File: config.mk
export PLATFORM = sky130hd
export DESIGN_NAME = latlon_to_grid_locator
export DESIGN_NICKNAME = d
export VERILOG_FILES = /design/src/mhl_pkg.sv /design/src/mhl_split.sv /design/src/latlon_to_grid_locator.sv
export SDC_FILE = /design/constraint.sdc
export NUM_CORES = 2
export LEC_CHECK = 0
export BUFFER_PORTS_ARGS = -buffer_cell sky130_fd_sc_hd__buf_4
export CAP_MARGIN = 20
export CORE_MARGIN = 2
export CORE_UTILIZATION = 55
export DETAILED_ROUTE_END_ITERATION = 8
export GPL_TIMING_DRIVEN = 0
export PLACE_DENSITY_LB_ADDON = 0.1
export SLEW_MARGIN = 20
export SYNTH_ARGS = -nofsm -noshare
export SYNTH_HDL_FRONTEND = slang
export SYNTH_SLANG_ARGS = --single-unit
File: constraint.sdc
create_clock -name clk -period 16.62 [get_ports clk]
set_clock_uncertainty 0.05 [all_clocks]
set_input_delay 3.324 -clock clk [delete_from_list [all_inputs] [get_ports clk]]
set_output_delay 3.324 -clock clk [all_outputs]
set_load 0.005 [all_outputs]
File: src/mhl_pkg.sv
// Shared constants for the Maidenhead locator datapath.
`timescale 1ns / 1ps
`default_nettype none

package mhl_pkg;

  // Input coordinate widths (milliarcseconds).
  localparam int LAT_W = 30;
  localparam int LON_W = 31;

  // Offsets from 180 W / 90 S, and the common quotient in extended-subsquare units.
  localparam int LON_OFF_W = 31;
  localparam int LAT_OFF_W = 30;
  localparam int UNIT_W    = 20;

  // Range limits, clamps and biases.
  localparam logic signed [LON_W-1:0] LON_LIMIT     =  31'sd648003600;
  localparam logic signed [LON_W-1:0] LON_LIMIT_NEG = -31'sd648003600;
  localparam logic signed [LON_W-1:0] LON_CLAMP     =  31'sd647999964;
  localparam logic signed [LON_W:0]   LON_BIAS      =  32'sd648000000;
  localparam logic signed [LAT_W-1:0] LAT_LIMIT     =  30'sd324003600;
  localparam logic signed [LAT_W-1:0] LAT_LIMIT_NEG = -30'sd324003600;
  localparam logic signed [LAT_W-1:0] LAT_CLAMP     =  30'sd323999964;
  localparam logic signed [LAT_W:0]   LAT_BIAS      =  31'sd324000000;

  // Exact reciprocals: q = (x * M) >> K with M = ceil(2^K / D).
  localparam int LON_UNIT   = 1250;
  localparam int LON_UNIT_K = 42;
  localparam int LON_RECIP_W = 32;
  localparam logic [LON_RECIP_W-1:0] LON_UNIT_RECIP =
    LON_RECIP_W'(((64'd1 << LON_UNIT_K) + 64'(LON_UNIT) - 64'd1) / 64'(LON_UNIT));

  localparam int LAT_UNIT   = 625;
  localparam int LAT_UNIT_K = 40;
  localparam int LAT_RECIP_W = 31;
  localparam logic [LAT_RECIP_W-1:0] LAT_UNIT_RECIP =
    LAT_RECIP_W'(((64'd1 << LAT_UNIT_K) + 64'(LAT_UNIT) - 64'd1) / 64'(LAT_UNIT));

  // Mixed-radix split of the unit count: 18 fields, 10 squares, 24 subsquares,
  // 10 extended squares, 24 extended subsquares.
  localparam int SPLIT_RECIP_W = 21;

  localparam int FIELD_DIV = 57600;
  localparam int FIELD_K   = 36;
  localparam logic [SPLIT_RECIP_W-1:0] FIELD_RECIP =
    SPLIT_RECIP_W'(((64'd1 << FIELD_K) + 64'(FIELD_DIV) - 64'd1) / 64'(FIELD_DIV));

  localparam int SQUARE_DIV = 5760;
  localparam int SQUARE_K   = 33;
  localparam logic [SPLIT_RECIP_W-1:0] SQUARE_RECIP =
    SPLIT_RECIP_W'(((64'd1 << SQUARE_K) + 64'(SQUARE_DIV) - 64'd1) / 64'(SQUARE_DIV));

  localparam int SUB_DIV = 240;
  localparam int SUB_K   = 28;
  localparam logic [SPLIT_RECIP_W-1:0] SUB_RECIP =
    SPLIT_RECIP_W'(((64'd1 << SUB_K) + 64'(SUB_DIV) - 64'd1) / 64'(SUB_DIV));

  localparam int EXT_DIV = 24;
  localparam int EXT_K   = 25;
  localparam logic [SPLIT_RECIP_W-1:0] EXT_RECIP =
    SPLIT_RECIP_W'(((64'd1 << EXT_K) + 64'(EXT_DIV) - 64'd1) / 64'(EXT_DIV));

  localparam logic [4:0] FIELD_MAX = 5'd17;

  // ASCII bases.
  localparam logic [6:0] CHAR_UPPER_A = 7'd65;
  localparam logic [6:0] CHAR_LOWER_A = 7'd97;
  localparam logic [5:0] CHAR_ZERO    = 6'd48;

endpackage

`default_nettype wire

File: src/mhl_split.sv
// Splits one axis unit count into the five locator characters over two stages.
`timescale 1ns / 1ps
`default_nettype none

module mhl_split
  import mhl_pkg::*;
(
  input  wire logic              clk,
  input  wire logic [UNIT_W-1:0] units,
  input  wire logic              blank,
  output logic [6:0]             field_char,
  output logic [5:0]             square_char,
  output logic [6:0]             sub_char,
  output logic [5:0]             ext_char,
  output logic [6:0]             extsub_char
);

  localparam int PROD_W = UNIT_W + SPLIT_RECIP_W;

  logic [PROD_W-1:0] prod_field;
  logic [PROD_W-1:0] prod_square;
  logic [PROD_W-1:0] prod_sub;
  logic [PROD_W-1:0] prod_ext;

  // Quotients of the unit count by each cell size.
  logic [4:0]        q_field;
  logic [7:0]        q_square;
  logic [12:0]       q_sub;
  logic [15:0]       q_ext;
  logic [UNIT_W-1:0] units_d;
  logic              blank_d;

  logic [4:0]  field_idx;
  logic [7:0]  square_idx;
  logic [12:0] sub_idx;
  logic [15:0] ext_idx;
  logic [UNIT_W-1:0] extsub_idx;

  assign prod_field  = PROD_W'(units) * PROD_W'(FIELD_RECIP);
  assign prod_square = PROD_W'(units) * PROD_W'(SQUARE_RECIP);
  assign prod_sub    = PROD_W'(units) * PROD_W'(SUB_RECIP);
  assign prod_ext    = PROD_W'(units) * PROD_W'(EXT_RECIP);

  always_ff @(posedge clk) begin
    q_field  <= prod_field[FIELD_K+4:FIELD_K];
    q_square <= prod_square[SQUARE_K+7:SQUARE_K];
    q_sub    <= prod_sub[SUB_K+12:SUB_K];
    q_ext    <= prod_ext[EXT_K+15:EXT_K];
    units_d  <= units;
    blank_d  <= blank;
  end

  // Digit = finer quotient minus radix times coarser quotient (shift-add).
  always_comb begin
    field_idx  = (q_field > FIELD_MAX) ? FIELD_MAX : q_field;
    square_idx = q_square - ((8'(q_field) << 3) + (8'(q_field) << 1));
    sub_idx    = q_sub - ((13'(q_square) << 4) + (13'(q_square) << 3));
    ext_idx    = q_ext - ((16'(q_sub) << 3) + (16'(q_sub) << 1));
    extsub_idx = units_d - ((UNIT_W'(q_ext) << 4) + (UNIT_W'(q_ext) << 3));
  end

  // Drop characters to zero for an out-of-range transaction.
  always_ff @(posedge clk) begin
    if (blank_d) begin
      field_char  <= '0;
      square_char <= '0;
      sub_char    <= '0;
      ext_char    <= '0;
      extsub_char <= '0;
    end else begin
      field_char  <= CHAR_UPPER_A + 7'(field_idx);
      square_char <= CHAR_ZERO + 6'(square_idx[3:0]);
      sub_char    <= CHAR_LOWER_A + 7'(sub_idx[4:0]);
      ext_char    <= CHAR_ZERO + 6'(ext_idx[3:0]);
      extsub_char <= CHAR_LOWER_A + 7'(extsub_idx[4:0]);
    end
  end

endmodule

`default_nettype wire

File: src/latlon_to_grid_locator.sv
// Top level: latitude/longitude in milliarcseconds to a ten-character Maidenhead locator.
`timescale 1ns / 1ps
`default_nettype none

// Fully pipelined converter: one transaction per clock, busy is always low, so a
// transaction is taken at every edge where start is high. Done is high for
// exactly one cycle with all eleven result ports valid, and results leave in the
// order the transactions came in. The receiver cannot stall the block; sample the
// result ports whenever done is high. The four register levels are the input
// register, the offset divide (one reciprocal multiply per axis, 31x32 bits for
// longitude and 30x31 for latitude), the four parallel cell-size quotients, and the
// character register. Coordinates beyond 180.001 / 90.001 degrees set out_of_range
// and give all characters as zero.
module latlon_to_grid_locator
  import mhl_pkg::*;
(
  input  wire logic                    clk,
  input  wire logic                    rst,
  input  wire logic                    start,
  output logic                         busy,
  input  wire logic signed [LAT_W-1:0] lat_mas,
  input  wire logic signed [LON_W-1:0] lon_mas,
  output logic                         done,
  output logic [6:0]                   lon_field_char,
  output logic [6:0]                   lat_field_char,
  output logic [5:0]                   lon_square_char,
  output logic [5:0]                   lat_square_char,
  output logic [6:0]                   lon_sub_char,
  output logic [6:0]                   lat_sub_char,
  output logic [5:0]                   lon_ext_char,
  output logic [5:0]                   lat_ext_char,
  output logic [6:0]                   lon_extsub_char,
  output logic [6:0]                   lat_extsub_char,
  output logic                         out_of_range
);

  localparam int LON_PROD_W = LON_OFF_W + LON_RECIP_W;
  localparam int LAT_PROD_W = LAT_OFF_W + LAT_RECIP_W;

  // Stage valid bits: input register, unit register, quotient register.
  logic vld_in;
  logic vld_unit;
  logic vld_quot;

  logic signed [LAT_W-1:0] lat_q;
  logic signed [LON_W-1:0] lon_q;

  logic                    oor;
  logic signed [LON_W-1:0] lon_clamped;
  logic signed [LAT_W-1:0] lat_clamped;
  logic signed [LON_W:0]   lon_biased;
  logic signed [LAT_W:0]   lat_biased;
  logic [LON_OFF_W-1:0]    lon_off;
  logic [LAT_OFF_W-1:0]    lat_off;
  logic [LON_PROD_W-1:0]   lon_prod;
  logic [LAT_PROD_W-1:0]   lat_prod;

  logic [UNIT_W-1:0] lon_units;
  logic [UNIT_W-1:0] lat_units;
  logic              oor_unit;
  logic              oor_quot;

  // Every cycle is open for a new transaction.
  assign busy = 1'b0;

  // Hold control state; clear on reset.
  always_ff @(posedge clk) begin
    if (rst) begin
      vld_in   <= 1'b0;
      vld_unit <= 1'b0;
      vld_quot <= 1'b0;
      done     <= 1'b0;
    end else begin
      vld_in   <= start && !busy;
      vld_unit <= vld_in;
      vld_quot <= vld_unit;
      done     <= vld_quot;
    end
  end

  // Capture the coordinate pair of an accepted transaction.
  always_ff @(posedge clk) begin
    if (start && !busy) begin
      lat_q <= lat_mas;
      lon_q <= lon_mas;
    end
  end

  // Range check, clamp near the east/north edge, move to offsets from 180 W / 90 S,
  // and clamp a slightly negative offset to zero.
  always_comb begin
    oor = (lon_q > LON_LIMIT) || (lon_q < LON_LIMIT_NEG) ||
          (lat_q > LAT_LIMIT) || (lat_q < LAT_LIMIT_NEG);
    lon_clamped = (lon_q > LON_CLAMP) ? LON_CLAMP : lon_q;
    lat_clamped = (lat_q > LAT_CLAMP) ? LAT_CLAMP : lat_q;
    lon_biased  = (LON_W+1)'(lon_clamped) + LON_BIAS;
    lat_biased  = (LAT_W+1)'(lat_clamped) + LAT_BIAS;
    lon_off     = lon_biased[LON_W] ? '0 : lon_biased[LON_OFF_W-1:0];
    lat_off     = lat_biased[LAT_W] ? '0 : lat_biased[LAT_OFF_W-1:0];
  end

  // Exact divide by the extended-subsquare size: 1250 mas east-west, 625 mas
  // north-south. Both axes then share the same mixed-radix split.
  assign lon_prod = LON_PROD_W'(lon_off) * LON_PROD_W'(LON_UNIT_RECIP);
  assign lat_prod = LAT_PROD_W'(lat_off) * LAT_PROD_W'(LAT_UNIT_RECIP);

  always_ff @(posedge clk) begin
    lon_units <= lon_prod[LON_UNIT_K+UNIT_W-1:LON_UNIT_K];
    lat_units <= lat_prod[LAT_UNIT_K+UNIT_W-1:LAT_UNIT_K];
    oor_unit  <= oor;
    oor_quot  <= oor_unit;
    out_of_range <= oor_quot;
  end

  mhl_split u_lon_split (
    .clk         (clk),
    .units       (lon_units),
    .blank       (oor_unit),
    .field_char  (lon_field_char),
    .square_char (lon_square_char),
    .sub_char    (lon_sub_char),
    .ext_char    (lon_ext_char),
    .extsub_char (lon_extsub_char)
  );

  mhl_split u_lat_split (
    .clk         (clk),
    .units       (lat_units),
    .blank       (oor_unit),
    .field_char  (lat_field_char),
    .square_char (lat_square_char),
    .sub_char    (lat_sub_char),
    .ext_char    (lat_ext_char),
    .extsub_char (lat_extsub_char)
  );

endmodule

`default_nettype wire
* Word level (Yosys, flattened, before mapping)
Cells that the tools add are included.
** Storage, ports and cells
- Bits in read-only memories :: 0
- Bits in writable memories :: 0
- Memories kept :: 0
- Logic and storage cells :: 86
- Input bits :: 64
- Flip-flop bits (word level) :: 220
- Latch bits :: 0
** Cells by class
- Order comparisons :: 8
- Div/mod/pow operators :: 0
- Bitwise operators :: 0
- Reductions and logical operators :: 3
- Shift-type cells :: 0
- Equal/unequal tests :: 0
- $add $sub $neg :: 28
- $mul :: 10
- Multiplexer cells :: 6
** Operators with widths (number)
- 20-bit by 21-bit multiplier with 41-bit output, second input constant :: 2
- 20-bit by 21-bit multiplier with 37-bit output, second input constant :: 2
- 20-bit by 20-bit multiplier with 32-bit output, second input constant :: 2
- 31-bit > comparator, second input constant :: 2
- 31-bit by 32-bit multiplier with 62-bit output, second input constant :: 1
- 31-bit two-way mux :: 2
- 30-bit > comparator, second input constant :: 2
- 30-bit by 31-bit multiplier with 60-bit output, second input constant :: 1
- 30-bit two-way mux :: 2
- 20-bit by 20-bit multiplier with 28-bit output, second input constant :: 2
- 31-bit by 31-bit adder with 32-bit output, second input constant :: 1
- 30-bit by 30-bit adder with 31-bit output, second input constant :: 1
- 31-bit < comparator, second input constant :: 1
- 30-bit < comparator, second input constant :: 1
- 6-bit by 6-bit adder with 7-bit output, first input constant :: 4
- 5-bit by 5-bit adder with 6-bit output, first input constant :: 4
- 5-bit adder :: 4
- 5-bit subtractor :: 4
- 4-bit adder :: 4
- 4-bit subtractor :: 4
- 7-bit by 5-bit adder with 7-bit output, first input constant :: 2
- 5-bit > comparator, second input constant :: 2
- 5-bit two-way mux :: 2
- 1-bit logical OR :: 3

* Depth between registers and ports, before layout
- Depth after elaboration :: 5
- Mapped depth :: 45

* By module
From an unflattened synthesis, not the netlist that was laid out.
** Second synthesis, totals
- Cells, all modules :: 7801
- Area total of the unflattened synthesis :: 79317.3 um2
** Modules (own cells, without submodules)
- latlon_to_grid_locator :: cells an instance 3649, area an instance 37473.4 um2, instances 1, sequential area each 2772.7 um2
- mhl_split (u_lon_split) :: cells an instance 2098, area an instance 21032.7 um2, instances 1, sequential area each 1061.0 um2
- mhl_split (u_lat_split) :: cells an instance 2054, area an instance 20811.2 um2, instances 1, sequential area each 1061.0 um2

* Worst setup path after synthesis
OpenSTA, ideal clock, no wires.
- Kind :: reg-to-reg
- Start :: reg lat_q[20]
- End :: reg lat_units[13]
- Library setup time :: 0.124 ns
- Setup slack :: 5.760 ns
- Cell stages (with the launch flop) :: 41
- Period minus slack after synthesis :: 10.860 ns
- Path buffers :: 2
- Data arrival time :: 10.687 ns
- Cells stage by stage :: edfxtp_1 > or2_1 > or4_4 > nor4_4 > a21oi_2 > a211o_1 > clkbuf_1 > and2_1 > ha_1 > a21oi_1 > a21boi_0 > nor2_1 > a21oi_1 > o31ai_1 > nand3_1 > clkbuf_1 > o21ai_0 > inv_1 > [... 5 more ...] > fa_1 > fa_1 > inv_1 > fa_1 > inv_1 > fa_1 > inv_1 > ha_1 > a21oi_1 > o211ai_1 > a21oi_1 > o211ai_1 > a211oi_1 > o31ai_1 > or3_1 > a21oi_1 > mux2i_1 > nand3_1
** On the way
- Word-level cells in the longest chain between the ends :: 5
** Ends and longest elaborated chain
- start: declaration :: RTL line latlon_to_grid_locator.sv:45 : logic signed [LAT_W-1:0] lat_q;
- start signal: assignment :: RTL line latlon_to_grid_locator.sv:84 : lat_q <= lat_mas;
- 30-bit > comparator :: RTL line latlon_to_grid_locator.sv:95 : lat_clamped = (lat_q > LAT_CLAMP) ? LAT_CLAMP : lat_q;
- 30-bit two-way mux * :: RTL line latlon_to_grid_locator.sv:95
- 30-bit by 30-bit adder with 31-bit output * :: RTL line latlon_to_grid_locator.sv:97 : lat_biased = (LAT_W+1)'(lat_clamped) + LAT_BIAS;
- 30-bit two-way mux * :: RTL line latlon_to_grid_locator.sv:99 : lat_off = lat_biased[LAT_W] ? '0 : lat_biased[LAT_OFF_W-1:0];
- 30-bit by 31-bit multiplier with 60-bit output * :: RTL line latlon_to_grid_locator.sv:105 : assign lat_prod = LAT_PROD_W'(lat_off) * LAT_PROD_W'(LAT_UNIT_RECIP);
- via lat_prod[53] :: RTL line latlon_to_grid_locator.sv:56 : logic [LAT_PROD_W-1:0] lat_prod;
- end signal: assignment :: RTL line latlon_to_grid_locator.sv:109 : lat_units <= lat_prod[LAT_UNIT_K+UNIT_W-1:LAT_UNIT_K];
- end: declaration :: RTL line latlon_to_grid_locator.sv:59 : logic [UNIT_W-1:0] lat_units;
The timed path passes the listed nets; every way through them passes the cells marked *.
A chain may end at the register's enable or synchronous reset.

* Worst setup path after layout
Same ends and word-level chain as after synthesis.

==> out/results.ini <==
[place]
hpwl_mm=179.3
gp_congestion=0.9922
dp_cells=9643
post_dp_cell_area_um2=81910
portBuffers=131

[setup_path]
critPathCaptureType=flip-flop
crit_required_ns=17.04
endpoint=lat_units[13]$_DFF_P_
rr_endpoint=lat_units[13]$_DFF_P_
critPathMostFrequentCell=fa_1
cp_max_fo=10
r2r_slack_ns=3.24
r2r_cells=40
cp-start-kind=flip-flop
r2r-start=lat_q[20]$_DFFE_PP_
max_stage_delay_ns=0.76
critPathKind=reg2reg
crit_arrival_ns=13.79
worstSetupStartpoint=lat_q[20]$_DFFE_PP_
crit_path_top_delay_cell=a211oi_1

[finish]
final_common_cell=inv_1
instances_no_fill=9685
n_antenna_cell=0
drive_gt1_frac=0.03412
nFillCells=12360
mostFrequentLayoutCells=inv_1, ha_1, fa_1
syn_to_final_growth_pct=5.738
fin_area_um2=82700
fin_nets=11280

[floorplan]
fp-row-count=138
fp.coreArea_um2=141400
die_y_um=381.1
initial_core_util=0.5531
ioPinCount=133
die-area_um2=145200
die_x_um=381.1

[clock_network]
post_cts_buffers=0
htreeDepth=1
hold_buffers=0
cts_made_buffers=23
cts_resized=0
cts.clk_slew.worst_paths_ns=0.09
root_buffer=clkbuf_16
clkLatencyLatePin_ns=0.58
cts_tree=built
cts_sinks=211
clockBufferDepth=3

[routing]
drtPass1Iterations=5
drt_iter0_drc=2869
post_drt_wl_per_cell_um=20.82
drcViolationCount=0
ant_nets=0
wirelength_mm=201.6
routed_via_density=5.227
dr_total_vias=50620

[sta]
worstMarginPinSlew_ns=1.214
slew_violations=0
min_period_ns=13.38
grt_setup_unrepaired=false
setup_viol=0
fin_crit_sh=0.8048
slew_headroom=0.1893
max_freq_mhz=74.76
setup_tns_ns=0
final_hold_viol_count=0

[synthesis]
yosys.area.top_type=fa_1
seq_area_frac_synth=0.06181
synth_edf_count=61
synthArstFlopShare=0
syn_area_um2=78220
synth_cells=7606
ys.flop_type=dfxtp_1
ys_seq_elements=211
ys_types=75
yosysWarnings=0
yosysTopAreaCellShare=0.4128
yosys-top-cells-area=fa_1, ha_1, inv_1
synth_area_per_cell_um2=10.28

[global_route]
grt_pass1_vias=55770
grt_max_degree=63
grt_antenna_before_repair=1
grt_pass1_wl_mm=321.1
grt_overflow_total=0
grt_usage=0.2900

[flow_run]
drv_cap=0

[worst_hold_path]
hold_class=reg2reg

[run_status]
status=finished, final reports clean

[cells in the mapped netlist (all sizes together), types with 11 or more instances]
library cell  instances
dfxtp               150
a21o                 94
fa                 1613
o211ai               18
and2                 24
a2111oi              15
a21oi               160
nand4                27
o21ai                93
nor2b                42
o21a                 20
nor4                 16
nand2b               20
xor2                 63
and3                 18
nand3                49
o31ai                11
a31oi                21
nor2                154
a211oi               21
edfxtp               61
nand2               115
inv                2583
ha                 1823
xnor2               140
or2                  16
clkbuf               25
nor3                 53
o21bai               13
buf                  11
[registers in the layout (all words and copies together), names as in the netlist, 5 cells and up]
| name | count |
|---|---|
| lat_units | 20 |
| u_lon_split.sub_char | 7 |
| u_lon_split.field_char | 6 |
| u_lat_split.q_field | 5 |
| u_lat_split.field_char | 6 |
| lat_q | 30 |
| u_lat_split.extsub_char | 7 |
| u_lon_split.q_field | 5 |
| u_lat_split.units_d | 5 |
| lon_units | 20 |
| lon_q | 31 |
| u_lon_split.square_char | 5 |
| u_lat_split.q_sub | 5 |
| u_lat_split.sub_char | 7 |
| u_lon_split.q_sub | 5 |
| u_lon_split.units_d | 5 |
| u_lon_split.extsub_char | 7 |
[final cells by class]
type | instances | area [µm²] | area share
inverters | 2583 | 9696 | 0.1172
flip-flops and latches | 211 | 4876 | 0.05896
multi-input cells | 4778 | 63550 | 0.7685
repair buffers | 145 | 1254 | 0.01516
plain buffers | 36 | 172.7 | 0.002088
well taps | 1890 | 2365 | 0.02859
clock inverters | 14 | 162.7 | 0.001967
clock buffers | 28 | 624.3 | 0.007549
[worst min path at each step]
stage	slack, ns	startpoint	depth (start not counted)	end
CTS	0.29	oor_unit$_DFF_P_	0	u_lat_split.blank_d$_DFF_P_
finish	0.28	oor_unit$_DFF_P_	0	u_lat_split.blank_d$_DFF_P_
detailed placement	0.27	oor_unit$_DFF_P_	0	u_lat_split.blank_d$_DFF_P_
global route	0.29	oor_unit$_DFF_P_	0	u_lat_split.blank_d$_DFF_P_
floorplan	0.26	oor_unit$_DFF_P_	0	u_lat_split.blank_d$_DFF_P_
global placement	0.26	oor_unit$_DFF_P_	0	u_lat_split.blank_d$_DFF_P_
[critical path: cells and delay by family (launching register included)]
family          cells  cell delay, ns
simple gates       10            2.90
compound gates     12            4.05
buf+inv             7            1.18
fa+ha+maj          10            4.41
mux                 1            0.22
flops               1            0.44
[routing by layer]
| layer | track usage | wire (µm) | vias up | part of all wire |
|---|---|---|---|---|
| li1 | - | - | 23560 | - |
| met1 | 0.4123 | 91000 | 25530 | 0.45 |
| met2 | 0.4759 | 93780 | 1331 | 0.47 |
| met3 | 0.04329 | 12460 | 199 | 0.062 |
| met4 | 0.05270 | 4351 | 2 | 0.022 |
| met5 | 0 | 13 | - | 0.000064 |
[metrics by stage]
stage               utilization  worst slack, ns  hold slack, ns
CTS                      0.5848            3.090          0.2867
global placement         0.5768            3.228          0.2638
global route             0.5848            2.587          0.2899
floorplan                     -            5.760          0.2596
finish                   0.5848            3.244          0.2842
detailed placement       0.5792            3.079          0.2712
[kinds of logic after synthesis]
family	synth area share
fa+ha+maj	0.7045
buf+inv	0.1262
simple gates	0.03722
compound gates	0.04689
flops	0.06181
xor+xnor	0.02273
mux	0.0006719
other cells	0.00004794
Power is not shown: default switching activity piles up to over one toggle a cycle in this logic, so the estimate is an artifact.
